**config.mk**
```make
export PLATFORM = sky130hd
export DESIGN_NAME = rgb_led_effect_controller
export DESIGN_NICKNAME = d
export VERILOG_FILES = /design/src/hdl/rlec_pkg.sv /design/src/hdl/rlec_decode.sv /design/src/hdl/rlec_scaler.sv /design/src/hdl/rgb_led_effect_controller.sv
export SDC_FILE = /design/constraint.sdc
export NUM_CORES = 1
export LEC_CHECK = 0
export BUFFER_PORTS_ARGS = -buffer_cell sky130_fd_sc_hd__clkbuf_2
export CORE_MARGIN = 2
export CORE_UTILIZATION = 63
export CTS_CLUSTER_SIZE = 40
export DETAILED_ROUTE_END_ITERATION = 10
export PLACE_DENSITY = 0.85
export SLEW_MARGIN = 40
export SYNTH_ARGS = -nofsm -noshare
export SYNTH_HDL_FRONTEND = slang
export SYNTH_SLANG_ARGS = --single-unit
export TNS_END_PERCENT = 30
```
**constraint.sdc**
```tcl
create_clock -name clk -period 3.58 [get_ports clk]
set_input_delay 0.716 -clock clk [delete_from_list [all_inputs] [get_ports clk]]
set_output_delay 0.716 -clock clk [all_outputs]
set_load 0.02 [all_outputs]
```
**src/hdl/rlec_pkg.sv**
```systemverilog
// Shared types and constants for the RGB LED effect controller.
`default_nettype none

package rlec_pkg;

    // Width of a channel level and of a tenths value (0 to 10)
    localparam int LEVEL_W  = 8;
    localparam int TENTHS_W = 4;
    localparam int PROD_W   = LEVEL_W + TENTHS_W;

    // Bit-serial scaler: one step per multiplier bit, one per product bit
    localparam int MUL_STEPS   = TENTHS_W;
    localparam int SCALE_STEPS = MUL_STEPS + PROD_W;
    localparam int STEP_W      = $clog2(SCALE_STEPS);
    localparam int REM_W       = 4;

    localparam logic [TENTHS_W-1:0] FULL_TENTHS = 4'd10;

    // Remote button codes
    localparam logic [31:0] CODE_NEXT      = 32'h00FD609F;
    localparam logic [31:0] CODE_PREV      = 32'h00FD20DF;
    localparam logic [31:0] CODE_BRIGHT_UP = 32'h00FD906F;
    localparam logic [31:0] CODE_BRIGHT_DN = 32'h00FD807F;
    localparam logic [31:0] CODE_RED_UP    = 32'h00FD08F7;
    localparam logic [31:0] CODE_RED_DN    = 32'h00FD28D7;
    localparam logic [31:0] CODE_GREEN_UP  = 32'h00FD8877;
    localparam logic [31:0] CODE_GREEN_DN  = 32'h00FDA857;
    localparam logic [31:0] CODE_BLUE_UP   = 32'h00FD48B7;
    localparam logic [31:0] CODE_BLUE_DN   = 32'h00FD6897;
    localparam logic [31:0] CODE_ON_OFF    = 32'h00FD00FF;

    typedef enum logic [3:0] {
        CMD_NONE,
        CMD_ON_OFF,
        CMD_PREV,
        CMD_NEXT,
        CMD_BRIGHT_UP,
        CMD_BRIGHT_DN,
        CMD_RED_UP,
        CMD_RED_DN,
        CMD_GREEN_UP,
        CMD_GREEN_DN,
        CMD_BLUE_UP,
        CMD_BLUE_DN
    } cmd_t;

endpackage

`default_nettype wire

```
**src/hdl/rlec_decode.sv**
```systemverilog
// Remote code decoder: maps a received button code to a command.
`default_nettype none

module rlec_decode (
    input  wire logic          code_valid,
    input  wire logic [31:0]   remote_code,
    output rlec_pkg::cmd_t     cmd
);

    always_comb
    begin
        cmd = rlec_pkg::CMD_NONE;
        if (code_valid)
        begin
            unique case (remote_code)
                rlec_pkg::CODE_ON_OFF:    cmd = rlec_pkg::CMD_ON_OFF;
                rlec_pkg::CODE_PREV:      cmd = rlec_pkg::CMD_PREV;
                rlec_pkg::CODE_NEXT:      cmd = rlec_pkg::CMD_NEXT;
                rlec_pkg::CODE_BRIGHT_UP: cmd = rlec_pkg::CMD_BRIGHT_UP;
                rlec_pkg::CODE_BRIGHT_DN: cmd = rlec_pkg::CMD_BRIGHT_DN;
                rlec_pkg::CODE_RED_UP:    cmd = rlec_pkg::CMD_RED_UP;
                rlec_pkg::CODE_RED_DN:    cmd = rlec_pkg::CMD_RED_DN;
                rlec_pkg::CODE_GREEN_UP:  cmd = rlec_pkg::CMD_GREEN_UP;
                rlec_pkg::CODE_GREEN_DN:  cmd = rlec_pkg::CMD_GREEN_DN;
                rlec_pkg::CODE_BLUE_UP:   cmd = rlec_pkg::CMD_BLUE_UP;
                rlec_pkg::CODE_BLUE_DN:   cmd = rlec_pkg::CMD_BLUE_DN;
                default:                  cmd = rlec_pkg::CMD_NONE;
            endcase
        end
    end

endmodule

`default_nettype wire

```
**src/hdl/rlec_scaler.sv**
```systemverilog
// Bit-serial scaler lane: floor(level * tenths / 10), one bit per cycle.
`default_nettype none

module rlec_scaler (
    input  wire logic                               clk,
    input  wire logic                               rst_n,
    input  wire logic                               start,
    input  wire logic [rlec_pkg::LEVEL_W-1:0]       level,
    input  wire logic [rlec_pkg::TENTHS_W-1:0]      tenths,
    output logic                                    done,
    output logic [rlec_pkg::LEVEL_W-1:0]            result
);

    logic                               busy_reg,   busy_next;
    logic                               done_reg,   done_next;
    logic [rlec_pkg::STEP_W-1:0]        step_reg,   step_next;
    logic [rlec_pkg::PROD_W-1:0]        mcand_reg,  mcand_next;
    logic [rlec_pkg::TENTHS_W-1:0]      mplier_reg, mplier_next;
    logic [rlec_pkg::PROD_W-1:0]        acc_reg,    acc_next;
    logic [rlec_pkg::REM_W-1:0]         rem_reg,    rem_next;
    logic [rlec_pkg::REM_W:0]           rem_shift;
    logic                               q_bit;

    always_comb
    begin
        busy_next   = busy_reg;
        done_next   = 1'b0;
        step_next   = step_reg;
        mcand_next  = mcand_reg;
        mplier_next = mplier_reg;
        acc_next    = acc_reg;
        rem_next    = rem_reg;
        rem_shift   = {rem_reg, acc_reg[rlec_pkg::PROD_W-1]};
        q_bit       = (rem_shift >= (rlec_pkg::REM_W+1)'(rlec_pkg::FULL_TENTHS));

        if (start)
        begin
            busy_next   = 1'b1;
            step_next   = '0;
            mcand_next  = rlec_pkg::PROD_W'(level);
            mplier_next = tenths;
            acc_next    = '0;
            rem_next    = '0;
        end
        else if (busy_reg)
        begin
            if (step_reg < rlec_pkg::STEP_W'(rlec_pkg::MUL_STEPS))
            begin
                // shift-add multiply, multiplier LSB first
                if (mplier_reg[0])
                begin
                    acc_next = acc_reg + mcand_reg;
                end
                mcand_next  = {mcand_reg[rlec_pkg::PROD_W-2:0], 1'b0};
                mplier_next = {1'b0, mplier_reg[rlec_pkg::TENTHS_W-1:1]};
            end
            else
            begin
                // restoring divide by ten, product MSB first
                if (q_bit)
                begin
                    rem_next = rlec_pkg::REM_W'(rem_shift
                               - (rlec_pkg::REM_W+1)'(rlec_pkg::FULL_TENTHS));
                end
                else
                begin
                    rem_next = rem_shift[rlec_pkg::REM_W-1:0];
                end
                acc_next = {acc_reg[rlec_pkg::PROD_W-2:0], q_bit};
            end
            step_next = step_reg + 1'b1;
            if (step_reg == rlec_pkg::STEP_W'(rlec_pkg::SCALE_STEPS - 1))
            begin
                busy_next = 1'b0;
                done_next = 1'b1;
            end
        end
    end

    always_ff @(posedge clk or negedge rst_n)
    begin
        if (!rst_n)
        begin
            busy_reg   <= 1'b0;
            done_reg   <= 1'b0;
            step_reg   <= '0;
            mcand_reg  <= '0;
            mplier_reg <= '0;
            acc_reg    <= '0;
            rem_reg    <= '0;
        end
        else
        begin
            busy_reg   <= busy_next;
            done_reg   <= done_next;
            step_reg   <= step_next;
            mcand_reg  <= mcand_next;
            mplier_reg <= mplier_next;
            acc_reg    <= acc_next;
            rem_reg    <= rem_next;
        end
    end

    assign done   = done_reg;
    assign result = acc_reg[rlec_pkg::LEVEL_W-1:0];

endmodule

`default_nettype wire

```
**src/hdl/rgb_led_effect_controller.sv**
```systemverilog
// Top level of the RGB LED effect controller: control, effect state, scaler lanes.
`default_nettype none

//  Channel   Signals                                   Direction  Transaction
//  -------   ---------------------------------------   ---------  ---------------------
//  in        in_valid/in_ready, code_valid,            input      one animation tick
//            remote_code
//  out       out_valid/out_ready, red_duty,            output     one set of pwm duties
//            green_duty, blue_duty, current_mode,
//            lamp_is_on
//  cfg       cfg_we, cfg_wdata                         input      fade_step write
//
// A tick passes through the 16-step bit-serial scaler lanes: one gain pass for fade and
// static mode, then one brightness pass for every mode. No new tick is accepted until
// the duties of the last one are loaded into the output register.
// A stalled output only delays the final load into the output register.
// Reset (rst_n low, asynchronous) restores lamp on, rainbow mode, full brightness and
// gains, levels 255, and fade_step 13; the block is ready right after reset.

module rgb_led_effect_controller (
    input  wire logic           clk,
    input  wire logic           rst_n,

    input  wire logic           in_valid,
    output logic                in_ready,
    input  wire logic           code_valid,
    input  wire logic [31:0]    remote_code,

    output logic                out_valid,
    input  wire logic           out_ready,
    output logic [7:0]          red_duty,
    output logic [7:0]          green_duty,
    output logic [7:0]          blue_duty,
    output logic [1:0]          current_mode,
    output logic                lamp_is_on,

    input  wire logic           cfg_we,
    input  wire logic [7:0]     cfg_wdata
);

    localparam int NUM_CH = 3;
    localparam logic [1:0] CH_RED   = 2'd0;
    localparam logic [1:0] CH_GREEN = 2'd1;
    localparam logic [1:0] CH_BLUE  = 2'd2;

    localparam logic [rlec_pkg::LEVEL_W-1:0] LEVEL_FULL   = 8'd255;
    localparam logic [rlec_pkg::LEVEL_W-1:0] RAINBOW_STEP = 8'd5;
    localparam logic [7:0]                   FADE_STEP_RESET = 8'd13;

    typedef enum logic [1:0] {
        MODE_RAINBOW = 2'd0,
        MODE_FADE    = 2'd1,
        MODE_STATIC  = 2'd2
    } mode_t;

    typedef enum logic [1:0] {
        PH_START,
        PH_RED_GREEN,
        PH_GREEN_BLUE,
        PH_BLUE_RED
    } phase_t;

    typedef enum logic [2:0] {
        S_IDLE,
        S_EFFECT,
        S_GAIN,
        S_BRIGHT_GO,
        S_BRIGHT,
        S_OUT
    } state_t;

    // Control state
    state_t     state_reg,        state_next;
    logic       out_valid_reg,    out_valid_next;

    // Effect state
    logic [7:0]                         fade_step_reg,    fade_step_next;
    mode_t                              light_mode_reg,   light_mode_next;
    logic                               lamp_on_reg,      lamp_on_next;
    logic [rlec_pkg::TENTHS_W-1:0]      bright_reg,       bright_next;
    logic [rlec_pkg::TENTHS_W-1:0]      gain_reg  [NUM_CH];
    logic [rlec_pkg::TENTHS_W-1:0]      gain_next [NUM_CH];
    logic [rlec_pkg::LEVEL_W-1:0]       level_reg  [NUM_CH];
    logic [rlec_pkg::LEVEL_W-1:0]       level_next [NUM_CH];
    phase_t                             phase_reg,        phase_next;
    logic [rlec_pkg::LEVEL_W-1:0]       fade_level_reg,   fade_level_next;
    logic                               fade_falling_reg, fade_falling_next;

    // Output register
    logic [rlec_pkg::LEVEL_W-1:0]       duty_reg  [NUM_CH];
    logic [rlec_pkg::LEVEL_W-1:0]       duty_next [NUM_CH];
    logic [1:0]                         mode_out_reg,     mode_out_next;
    logic                               lamp_out_reg,     lamp_out_next;

    // Lanes
    logic                               lane_start;
    logic [NUM_CH-1:0]                  lane_done;
    logic [rlec_pkg::LEVEL_W-1:0]       lane_level  [NUM_CH];
    logic [rlec_pkg::TENTHS_W-1:0]      lane_tenths [NUM_CH];
    logic [rlec_pkg::LEVEL_W-1:0]       lane_result [NUM_CH];

    // Effect helpers
    rlec_pkg::cmd_t                     cmd;
    logic                               in_xact;
    logic [1:0]                         down_idx;
    logic [1:0]                         up_idx;
    phase_t                             cross_phase;
    logic [rlec_pkg::LEVEL_W-1:0]       down_val;
    logic [rlec_pkg::LEVEL_W:0]         up_sum;
    logic [rlec_pkg::LEVEL_W-1:0]       up_val;
    logic [rlec_pkg::LEVEL_W:0]         fade_sum;
    logic [rlec_pkg::LEVEL_W-1:0]       fade_new;
    logic                               fade_fall_new;
    logic [rlec_pkg::LEVEL_W-1:0]       gain_base;

    assign in_ready = (state_reg == S_IDLE);
    assign in_xact  = in_valid && in_ready;

    rlec_decode u_decode (
        .code_valid  (code_valid),
        .remote_code (remote_code),
        .cmd         (cmd)
    );

    // Fade level advance with bounce at both ends
    always_comb
    begin
        fade_sum      = {1'b0, fade_level_reg} + {1'b0, fade_step_reg};
        fade_new      = fade_level_reg;
        fade_fall_new = fade_falling_reg;
        if (!fade_falling_reg)
        begin
            if (fade_sum > {1'b0, LEVEL_FULL})
            begin
                fade_new      = LEVEL_FULL;
                fade_fall_new = 1'b1;
            end
            else
            begin
                fade_new = fade_sum[rlec_pkg::LEVEL_W-1:0];
            end
        end
        else
        begin
            if (fade_step_reg > fade_level_reg)
            begin
                fade_new      = '0;
                fade_fall_new = 1'b0;
            end
            else
            begin
                fade_new = fade_level_reg - fade_step_reg;
            end
        end
        // static mode scales full level; fade scales the inverted fade level
        gain_base = (light_mode_reg == MODE_FADE) ? (LEVEL_FULL - fade_new) : LEVEL_FULL;
    end

    // Rainbow crossfade: pick falling and rising channel from the phase
    always_comb
    begin
        unique case (phase_reg)
            PH_RED_GREEN:
            begin
                down_idx    = CH_RED;
                up_idx      = CH_GREEN;
                cross_phase = PH_GREEN_BLUE;
            end
            PH_GREEN_BLUE:
            begin
                down_idx    = CH_GREEN;
                up_idx      = CH_BLUE;
                cross_phase = PH_BLUE_RED;
            end
            PH_BLUE_RED:
            begin
                down_idx    = CH_BLUE;
                up_idx      = CH_RED;
                cross_phase = PH_RED_GREEN;
            end
            default:
            begin
                down_idx    = CH_RED;
                up_idx      = CH_GREEN;
                cross_phase = PH_RED_GREEN;
            end
        endcase
        down_val = (level_reg[down_idx] >= RAINBOW_STEP) ?
                   (level_reg[down_idx] - RAINBOW_STEP) : '0;
        up_sum   = {1'b0, level_reg[up_idx]} + {1'b0, RAINBOW_STEP};
        up_val   = (up_sum > {1'b0, LEVEL_FULL}) ?
                   LEVEL_FULL : up_sum[rlec_pkg::LEVEL_W-1:0];
    end

    // Lane operands: gain pass starts from the effect step, brightness pass afterwards
    always_comb
    begin
        lane_start = ((state_reg == S_EFFECT) &&
                      ((light_mode_reg == MODE_FADE) || (light_mode_reg == MODE_STATIC)))
                     || (state_reg == S_BRIGHT_GO);
        for (int i = 0; i < NUM_CH; i++)
        begin
            if (state_reg == S_BRIGHT_GO)
            begin
                lane_level[i]  = level_reg[i];
                lane_tenths[i] = bright_reg;
            end
            else
            begin
                lane_level[i]  = gain_base;
                lane_tenths[i] = gain_reg[i];
            end
        end
    end

    for (genvar g = 0; g < NUM_CH; g++)
    begin : g_lane
        rlec_scaler u_scaler (
            .clk    (clk),
            .rst_n  (rst_n),
            .start  (lane_start),
            .level  (lane_level[g]),
            .tenths (lane_tenths[g]),
            .done   (lane_done[g]),
            .result (lane_result[g])
        );
    end

    // Next-state logic
    always_comb
    begin
        state_next        = state_reg;
        out_valid_next    = out_valid_reg;
        fade_step_next    = fade_step_reg;
        light_mode_next   = light_mode_reg;
        lamp_on_next      = lamp_on_reg;
        bright_next       = bright_reg;
        phase_next        = phase_reg;
        fade_level_next   = fade_level_reg;
        fade_falling_next = fade_falling_reg;
        mode_out_next     = mode_out_reg;
        lamp_out_next     = lamp_out_reg;
        for (int i = 0; i < NUM_CH; i++)
        begin
            gain_next[i]  = gain_reg[i];
            level_next[i] = level_reg[i];
            duty_next[i]  = duty_reg[i];
        end

        if (cfg_we)
        begin
            fade_step_next = cfg_wdata;
        end

        // drop the output transaction once taken
        if (out_valid_reg && out_ready)
        begin
            out_valid_next = 1'b0;
        end

        unique case (state_reg)
            S_IDLE:
            begin
                if (in_xact)
                begin
                    state_next = S_EFFECT;
                    unique case (cmd)
                        rlec_pkg::CMD_ON_OFF:
                        begin
                            lamp_on_next = ~lamp_on_reg;
                        end
                        rlec_pkg::CMD_PREV, rlec_pkg::CMD_NEXT:
                        begin
                            if (cmd == rlec_pkg::CMD_PREV)
                            begin
                                unique case (light_mode_reg)
                                    MODE_RAINBOW: light_mode_next = MODE_STATIC;
                                    MODE_FADE:    light_mode_next = MODE_RAINBOW;
                                    MODE_STATIC:  light_mode_next = MODE_FADE;
                                    default:      light_mode_next = MODE_STATIC;
                                endcase
                            end
                            else
                            begin
                                unique case (light_mode_reg)
                                    MODE_RAINBOW: light_mode_next = MODE_FADE;
                                    MODE_FADE:    light_mode_next = MODE_STATIC;
                                    MODE_STATIC:  light_mode_next = MODE_RAINBOW;
                                    default:      light_mode_next = MODE_RAINBOW;
                                endcase
                            end
                            // restore defaults except the mode
                            lamp_on_next      = 1'b1;
                            bright_next       = rlec_pkg::FULL_TENTHS;
                            phase_next        = PH_START;
                            fade_level_next   = '0;
                            fade_falling_next = 1'b0;
                            for (int i = 0; i < NUM_CH; i++)
                            begin
                                gain_next[i]  = rlec_pkg::FULL_TENTHS;
                                level_next[i] = LEVEL_FULL;
                            end
                        end
                        rlec_pkg::CMD_BRIGHT_UP:
                        begin
                            if (bright_reg < rlec_pkg::FULL_TENTHS)
                                bright_next = bright_reg + 1'b1;
                        end
                        rlec_pkg::CMD_BRIGHT_DN:
                        begin
                            if (bright_reg != '0)
                                bright_next = bright_reg - 1'b1;
                        end
                        rlec_pkg::CMD_RED_UP:
                        begin
                            if (gain_reg[CH_RED] < rlec_pkg::FULL_TENTHS)
                                gain_next[CH_RED] = gain_reg[CH_RED] + 1'b1;
                        end
                        rlec_pkg::CMD_RED_DN:
                        begin
                            if (gain_reg[CH_RED] != '0)
                                gain_next[CH_RED] = gain_reg[CH_RED] - 1'b1;
                        end
                        rlec_pkg::CMD_GREEN_UP:
                        begin
                            if (gain_reg[CH_GREEN] < rlec_pkg::FULL_TENTHS)
                                gain_next[CH_GREEN] = gain_reg[CH_GREEN] + 1'b1;
                        end
                        rlec_pkg::CMD_GREEN_DN:
                        begin
                            if (gain_reg[CH_GREEN] != '0)
                                gain_next[CH_GREEN] = gain_reg[CH_GREEN] - 1'b1;
                        end
                        rlec_pkg::CMD_BLUE_UP:
                        begin
                            if (gain_reg[CH_BLUE] < rlec_pkg::FULL_TENTHS)
                                gain_next[CH_BLUE] = gain_reg[CH_BLUE] + 1'b1;
                        end
                        rlec_pkg::CMD_BLUE_DN:
                        begin
                            if (gain_reg[CH_BLUE] != '0)
                                gain_next[CH_BLUE] = gain_reg[CH_BLUE] - 1'b1;
                        end
                        default:
                        begin
                            // no code, or an unknown one: hold everything
                        end
                    endcase
                end
            end

            S_EFFECT:
            begin
                unique case (light_mode_reg)
                    MODE_RAINBOW:
                    begin
                        state_next = S_BRIGHT_GO;
                        if (phase_reg == PH_START)
                        begin
                            level_next[CH_RED]   = LEVEL_FULL;
                            level_next[CH_GREEN] = '0;
                            level_next[CH_BLUE]  = '0;
                            phase_next           = PH_RED_GREEN;
                        end
                        else
                        begin
                            level_next[down_idx] = down_val;
                            level_next[up_idx]   = up_val;
                            if (up_val == LEVEL_FULL)
                                phase_next = cross_phase;
                        end
                    end
                    MODE_FADE:
                    begin
                        // lanes start this cycle on the new fade level
                        fade_level_next   = fade_new;
                        fade_falling_next = fade_fall_new;
                        state_next        = S_GAIN;
                    end
                    MODE_STATIC:
                    begin
                        state_next = S_GAIN;
                    end
                    default:
                    begin
                        // unreachable mode: levels hold
                        state_next = S_BRIGHT_GO;
                    end
                endcase
            end

            S_GAIN:
            begin
                // all lanes start together, so they finish together
                if (&lane_done)
                begin
                    for (int i = 0; i < NUM_CH; i++)
                    begin
                        level_next[i] = lane_result[i];
                    end
                    state_next = S_BRIGHT_GO;
                end
            end

            S_BRIGHT_GO:
            begin
                state_next = S_BRIGHT;
            end

            S_BRIGHT:
            begin
                if (&lane_done)
                begin
                    state_next = S_OUT;
                end
            end

            S_OUT:
            begin
                // load the output register once it is free or being taken
                if (!out_valid_reg || out_ready)
                begin
                    for (int i = 0; i < NUM_CH; i++)
                    begin
                        duty_next[i] = lamp_on_reg ? lane_result[i] : '0;
                    end
                    mode_out_next  = light_mode_reg;
                    lamp_out_next  = lamp_on_reg;
                    out_valid_next = 1'b1;
                    state_next     = S_IDLE;
                end
            end

            default:
            begin
                state_next = S_IDLE;
            end
        endcase
    end

    always_ff @(posedge clk or negedge rst_n)
    begin
        if (!rst_n)
        begin
            state_reg        <= S_IDLE;
            out_valid_reg    <= 1'b0;
            fade_step_reg    <= FADE_STEP_RESET;
            light_mode_reg   <= MODE_RAINBOW;
            lamp_on_reg      <= 1'b1;
            bright_reg       <= rlec_pkg::FULL_TENTHS;
            phase_reg        <= PH_START;
            fade_level_reg   <= '0;
            fade_falling_reg <= 1'b0;
            mode_out_reg     <= '0;
            lamp_out_reg     <= 1'b0;
            for (int i = 0; i < NUM_CH; i++)
            begin
                gain_reg[i]  <= rlec_pkg::FULL_TENTHS;
                level_reg[i] <= LEVEL_FULL;
                duty_reg[i]  <= '0;
            end
        end
        else
        begin
            state_reg        <= state_next;
            out_valid_reg    <= out_valid_next;
            fade_step_reg    <= fade_step_next;
            light_mode_reg   <= light_mode_next;
            lamp_on_reg      <= lamp_on_next;
            bright_reg       <= bright_next;
            phase_reg        <= phase_next;
            fade_level_reg   <= fade_level_next;
            fade_falling_reg <= fade_falling_next;
            mode_out_reg     <= mode_out_next;
            lamp_out_reg     <= lamp_out_next;
            for (int i = 0; i < NUM_CH; i++)
            begin
                gain_reg[i]  <= gain_next[i];
                level_reg[i] <= level_next[i];
                duty_reg[i]  <= duty_next[i];
            end
        end
    end

    assign out_valid    = out_valid_reg;
    assign red_duty     = duty_reg[CH_RED];
    assign green_duty   = duty_reg[CH_GREEN];
    assign blue_duty    = duty_reg[CH_BLUE];
    assign current_mode = mode_out_reg;
    assign lamp_is_on   = lamp_out_reg;

endmodule

`default_nettype wire

```
# ---- After elaboration in Yosys (flattened, before gate mapping)
# Cells that the tools add are included.
dict set report word_totals {
  wordCells 340
  ff_bits 207
  output_inout_bits 29
}
dict set report classes {
  n_lt_le_gt_ge 18
  muxes 146
  bitwise_logic 3
  reduce_logical 52
  eq_ne 58
  addsub 22
}
# op n
set op_table {}
lappend op_table {{equality test 32 x 24 -> 1 bit (second input constant)} 11}
lappend op_table {{two-way mux 12 bit} 21}
lappend op_table {{two-way mux 8 bit} 21}
lappend op_table {{two-way mux 4 bit} 39}
lappend op_table {{two-way mux 24 bit} 5}
lappend op_table {{case mux 24 bit (3 select lines)} 1}
lappend op_table {{bitwise mux 24 bit} 2}
lappend op_table {{case mux 4 bit (3 select lines)} 4}
lappend op_table {{case mux 4 bit (11 select lines)} 1}
lappend op_table {{adder 12 bit} 3}
lappend op_table {{binary-select mux 8 bit (select 2 bit)} 2}
lappend op_table {{demux 8 bit (select 2 bit)} 2}
lappend op_table {{AND reduction 5 bit} 6}
lappend op_table {{adder 4 x 1 -> 4 bit (second input constant)} 7}
lappend op_table {{equality test 4 bit (second input constant)} 7}
lappend op_table {{two-way mux 1 bit} 28}
lappend op_table {{inequality test 2 bit (second input constant)} 14}
lappend op_table {{case mux 2 bit (2 select lines)} 6}
lappend op_table {{AND reduction 2 bit} 10}
lappend op_table {{> comparator 9 x 8 -> 1 bit (second input constant)} 2}
lappend op_table {{case mux 3 bit (6 select lines)} 1}
lappend op_table {{equality test 4 x 3 -> 1 bit (second input constant)} 4}
lappend op_table {{less-than comparator 4 bit (second input constant)} 4}
lappend op_table {{case mux 8 bit (2 select lines)} 1}
lappend op_table {{40 further kinds} 97}

# ---- Depth between registers and ports, before layout
dict set report depth {
  word_depth 14
  ltp_mapped 15
}

# ---- Modules after synthesis
# A second synthesis with hierarchy kept.
dict set report hier_totals {
  hier_cells 1721
  area_unflattened_um2 14620.3
}
# mod n_inst cells_per_inst seq_area_each_um2 area_each_um2
set modules_own_cells {}
lappend modules_own_cells {rgb_led_effect_controller 1 929 2372.3 7329.5}
lappend modules_own_cells {{rlec_scaler at g_lane[1].u_scaler ...} 2 254 950.9 2334.7}
lappend modules_own_cells {{rlec_scaler at g_lane[0].u_scaler} 1 248 950.9 2319.7}
lappend modules_own_cells {rlec_decode 1 36 0.0 301.5}

# ---- Worst setup path after synthesis
# Ideal clock, no wire load.
dict set report synth_path {
  kind {input port to flip-flop}
  start {in remote_code[25]}
  end {reg bright_reg[3] (netlist bit)}
  arrival_time_ps 3731
  stages 14
  path_slack_ps -228
  setup_time_ps 77
  cell_sequence {nor4b_1 nand3_1 or4_4 nand2b_4 a21oi_1 nand3_1 inv_1 ha_1 a21o_1 a21oi_1 a2111oi_0 o31ai_1 o31ai_1 a31oi_1}
}
dict set report synth_via {
  elab_chain_cells 7
  elab_cells_between_ends 23
  classes_between {eq/ne: 17; mux: 3; reduce/logical: 3}
}
# item line_no
set synth_rtl {}
lappend synth_rtl {{from (decl)} rgb_led_effect_controller.sv:27} ;# input wire logic [31:0] remote_code,
lappend synth_rtl {{equality test 32 x 24 -> 1 bit} rlec_decode.sv:15} ;# unique case (remote_code)
lappend synth_rtl {{case mux 4 bit (11 select lines) (*)} rlec_decode.sv:15}
lappend synth_rtl {{two-way mux 4 bit (*)} rlec_decode.sv:13} ;# if (code_valid)
lappend synth_rtl {{equality test 4 x 2 -> 1 bit} rgb_led_effect_controller.sv:267} ;# unique case (cmd)
lappend synth_rtl {{OR reduction 2 bit} rgb_led_effect_controller.sv:267}
lappend synth_rtl {{nonzero test 3 bit (no source line)} -}
lappend synth_rtl {{AND reduction 5 bit (no source line)} -}
lappend synth_rtl {{to (signal assigned)} rgb_led_effect_controller.sv:450} ;# bright_reg <= rlec_pkg::FULL_TENTHS;
lappend synth_rtl {{to (signal assigned)} rgb_led_effect_controller.sv:470} ;# bright_reg <= bright_next;
lappend synth_rtl {{to (decl)} rgb_led_effect_controller.sv:80} ;# logic [rlec_pkg::TENTHS_W-1:0] bright_reg, bright_next;
# Mark *: on every way between the ends. The rest lies on a longest branch, timed or not.
# A chain may end at the register's enable or synchronous reset.

# ---- Worst setup path after layout
dict set report layout_path {
  start {reg fade_step_reg[0]}
  end {reg g_lane[0].u_scaler.mcand_reg[2] (netlist bit)}
}
dict set report layout_via {
  elab_chain_cells 8
  elab_cells_between_ends 11
  classes_between {add/sub: 3; order compare: 2; mux: 6}
}
# item line_no
set layout_rtl {}
lappend layout_rtl {{from (decl)} rgb_led_effect_controller.sv:77} ;# logic [7:0] fade_step_reg, fade_step_next;
lappend layout_rtl {{from (signal assigned)} rgb_led_effect_controller.sv:467} ;# fade_step_reg <= fade_step_next;
lappend layout_rtl {{adder 8 x 8 -> 9 bit} rgb_led_effect_controller.sv:128} ;# fade_sum = {1'b0, fade_level_reg} + {1'b0, fade_step_reg};
lappend layout_rtl {{> comparator 9 x 8 -> 1 bit} rgb_led_effect_controller.sv:133} ;# if (fade_sum > {1'b0, LEVEL_FULL})
lappend layout_rtl {{two-way mux 8 bit} rgb_led_effect_controller.sv:133}
lappend layout_rtl {{two-way mux 8 bit (*)} rgb_led_effect_controller.sv:131} ;# if (!fade_falling_reg)
lappend layout_rtl {{subtractor 8 bit (*)} rgb_led_effect_controller.sv:156} ;# gain_base = (light_mode_reg == MODE_FADE) ? (LEVEL_FULL - fade_new) : LEVEL_FULL;
lappend layout_rtl {{two-way mux 8 bit (*)} rgb_led_effect_controller.sv:156}
lappend layout_rtl {{two-way mux 8 bit (*)} rgb_led_effect_controller.sv:203} ;# if (state_reg == S_BRIGHT_GO)
lappend layout_rtl {{two-way mux 12 bit (*)} rlec_scaler.sv:36} ;# if (start)
lappend layout_rtl {{to (signal assigned)} rlec_scaler.sv:97} ;# mcand_reg <= mcand_next;
lappend layout_rtl {{to (decl)} rlec_scaler.sv:17} ;# logic [rlec_pkg::PROD_W-1:0] mcand_reg, mcand_next;
# Marked as above.

==> impl_metrics.json <==
{
  "grt_busiest_layer": "met2",
  "start_util_pct": 64.07,
  "synth_most_common_cell": "nand2_1",
  "ant_nets": 0,
  "use_met3_pct": 5.034,
  "wl_um": 41560,
  "clkTransAtPathRegs_ns": 0.06,
  "grt_usage_pct": 35.56,
  "syn_nets": 1775,
  "synth_ff_type": "dfrtp_1",
  "relSlewSlack_pct": 42.10,
  "synthTopCellsByArea": "dfrtp_1, nand2_1, dfstp_2, ha_1, o21ai_0",
  "powerDensity_nw_per_um2": 852.4,
  "syn_area_um2": 13940,
  "detail_route.wl_per_cell_um": 20.15,
  "synth_seq_cells": 207,
  "pre_cts_slack_ns": -0.3048,
  "pin_count": 75,
  "clkLatencyLatePin_ns": 0.53,
  "drt-initial-drc-count": 1246,
  "tightest_slew_ns": 0.8653,
  "clock_sinks": 207,
  "post-route-min-period_ns": 3.371,
  "avgSynthCellArea_um2": 8.473,
  "grtUsageMet2_pct": 60.20,
  "leakagePower_nw": 7.127,
  "dieArea_um2": 23330,
  "place_inst": 2018,
  "die_w_um": 152.7,
  "cts_tree": "done",
  "clk_path_buf_depth": 3,
  "ir_drop_mv": 0.4852,
  "grt_max_degree": 87,
  "synthCells": 1645,
  "die_height_um": 152.7,
  "via_per_inst": 6.478,
  "met1_usage_pct": 46.23,
  "synthArstFlopShare_pct": 100.0,
  "gp_congestion": 0.9754,
  "drc": 0,
  "grt_pass1_wl_um": 67830,
  "comb_power_share_pct": 49.6,
  "area_growth_pct": 14.64,
  "status": "finished, final reports clean",
  "vias": 13357,
  "endpoint_kind": "flip-flop",
  "rsz0062_at_grt": "no",
  "setup_ws_ns": 0.2088,
  "skew_ns": 0.009896,
  "slew_violations": 0,
  "grt-ovfl-total": 0,
  "crit_required_ns": 4.01,
  "synth_top_cell_by_area": "dfrtp_1",
  "antenna_found_initial": 0,
  "clockRootBuffer": "clkbuf_16",
  "seq_power_share_pct": 31.1,
  "synth_top_area_share_pct": 30.70,
  "swShare_pct": 45.20,
  "core_um2": 21760,
  "portBuffers": 74,
  "final_cells": 2062,
  "synth.distinct_cells": 82,
  "setup_viol": 0,
  "dpl.hpwl_um": 30350,
  "drive_above_1_share_pct": 16.22,
  "fmax_ghz": 0.2966,
  "switching_power_mw": 6.157,
  "yosysSeqAreaShare_pct": 37.49,
  "cts_inserted_buffers": 24,
  "drv_cap": 0,
  "cts_htree_levels": 1,
  "worst_ep_arrival_time_ns": 3.80,
  "path_max_fanout": 5,
  "n_antenna_cell": 0,
  "nets": 1894,
  "clock_power_share_pct": 19.3,
  "grt_pass1_vias": 12977,
  "first_pass_iters": 5,
  "ys_warn_count": 0,
  "path_class": "flip-flop to flip-flop",
  "synth_common_cells": "nand2_1, dfrtp_1, nor2_1, o21ai_0, a21oi_1",
  "synth-edff-count": 0,
  "critPathLaunchType": "flip-flop",
  "post-route-period-util_pct": 94.17,
  "num_rows": 54,
  "internal_power_mw": 7.464,
  "hold_viol_final": 0,
  "min-delay-path-class": "input pin to asynchronous set/reset pin"
}
-- final cells by class --
class | instances | area (µm²)
clock buffer | 29 | 650.6
clock inverter | 15 | 190.2
fill | 1678 | 5777
inverter | 50 | 187.7
multi-input combinational | 1314 | 8285
sequential | 207 | 5225
tap | 280 | 350.3
timing repair buffer | 167 | 1090
-- critical path: stages, from the launching register on --
cell and delay, ns:
dfstp_2 0.54, ha_1 0.17, inv_1 0.06, fa_1 0.41, a21o_1 0.20, o2bb2ai_1 0.17, o41ai_1 0.28, buf_4 0.21
nor2_1 0.08, a221o_1 0.31, a21oi_1 0.37, nor2_1 0.08, buf_4 0.16, o31ai_1 0.25
-- layout by cell type, fill, tap and decap left out, types with 36 or more instances in the layout --
master / instances
nand2_1: 263
dfrtp_1: 171
nor2_1: 150
o21ai_0: 133
a21oi_1: 111
buf_4: 92
ha_1: 75
clkbuf_2: 73
inv_1: 50
nand3_1: 45
a22o_1: 38
nor3_1: 36
dfstp_2: 36
-- worst paths after layout --
kind,startpoint,to,slack [ns],cells after the start
hold / removal,rst_n,blue_duty[7]$_DFFE_PN0P_,0.23,1
min in group clk,cfg_wdata[6],fade_step_reg[6]$_DFFE_PN0P_,0.40,3
setup reg to reg,fade_step_reg[0]$_DFFE_PN1P_,g_lane[0].u_scaler.mcand_reg[2]$_DFFE_PN0P_,0.21,13
hold reg to reg,red_duty[1]$_DFFE_PN0P_,red_duty[1]$_DFFE_PN0P_,0.48,2
max in group asynchronous,rst_n,g_lane[0].u_scaler.rem_reg[3]$_DFFE_PN0P_,2.42,2
setup / recovery,fade_step_reg[0]$_DFFE_PN1P_,g_lane[0].u_scaler.mcand_reg[2]$_DFFE_PN0P_,0.21,13
-- layer usage --
metal / wire, µm / up-vias
li1: - / 6224
met1: 16860 / 6387
met2: 19670 / 602
met3: 2972 / 144
met4: 2052 / 0
met5: 0 / -
-- timing repair --
action | 4_1_cts | 5_1_grt
resized for setup | 0 | 3
hold buffers | 0 | 0
setup endpoints to repair | 0 | 3
buffers inserted | 0 | 0
-- logic make-up (layout without fill, tap and decap cells) --
| kind of cell | count (synthesis) | count (layout) | synth area share (%) |
|---|---|---|---|
| adders and majority gates | 84 | 84 | 8.025 |
| muxes | 39 | 39 | 2.864 |
| buffers and inverters | 124 | 261 | 3.402 |
| DFF | 207 | 207 | 37.49 |
| AOI/OAI and AO/OA | 501 | 501 | 23.36 |
| xor gates and xnor gates | 56 | 56 | 3.519 |
| and+or+nand+nor | 634 | 634 | 21.35 |
-- power by group through the flow --
stage               clock network [mW]  registers (mW)  logic, mW
finish                            2.63            4.24       6.75
CTS                               2.64            4.20       6.65
detailed placement                   0            4.22       6.55
global route                      2.74            4.30       7.48
global placement                     0            4.20       6.32
floorplan                            0            3.72       5.00
-- stage by stage --
stage / cell area, µm² / setup TNS, ns / total power [mW] / hold slack (ns) / utilization (%)
3_5_place_dp: 15120 / -1.367 / 10.77 / 0.4698 / 69.49
5_1_grt: 15980 / 0 / 14.52 / 0.2960 / 73.45
3_3_place_gp: 15120 / -0.6163 / 10.53 / 0.4603 / 69.49
2_1_floorplan: 13950 / -0.1230 / 8.720 / 0.4204 / -
4_1_cts: 15960 / 0 / 13.49 / 0.2744 / 73.36
6_report: 15980 / 0 / 13.62 / 0.2320 / 73.45
Power figures use the tool's default switching activity.
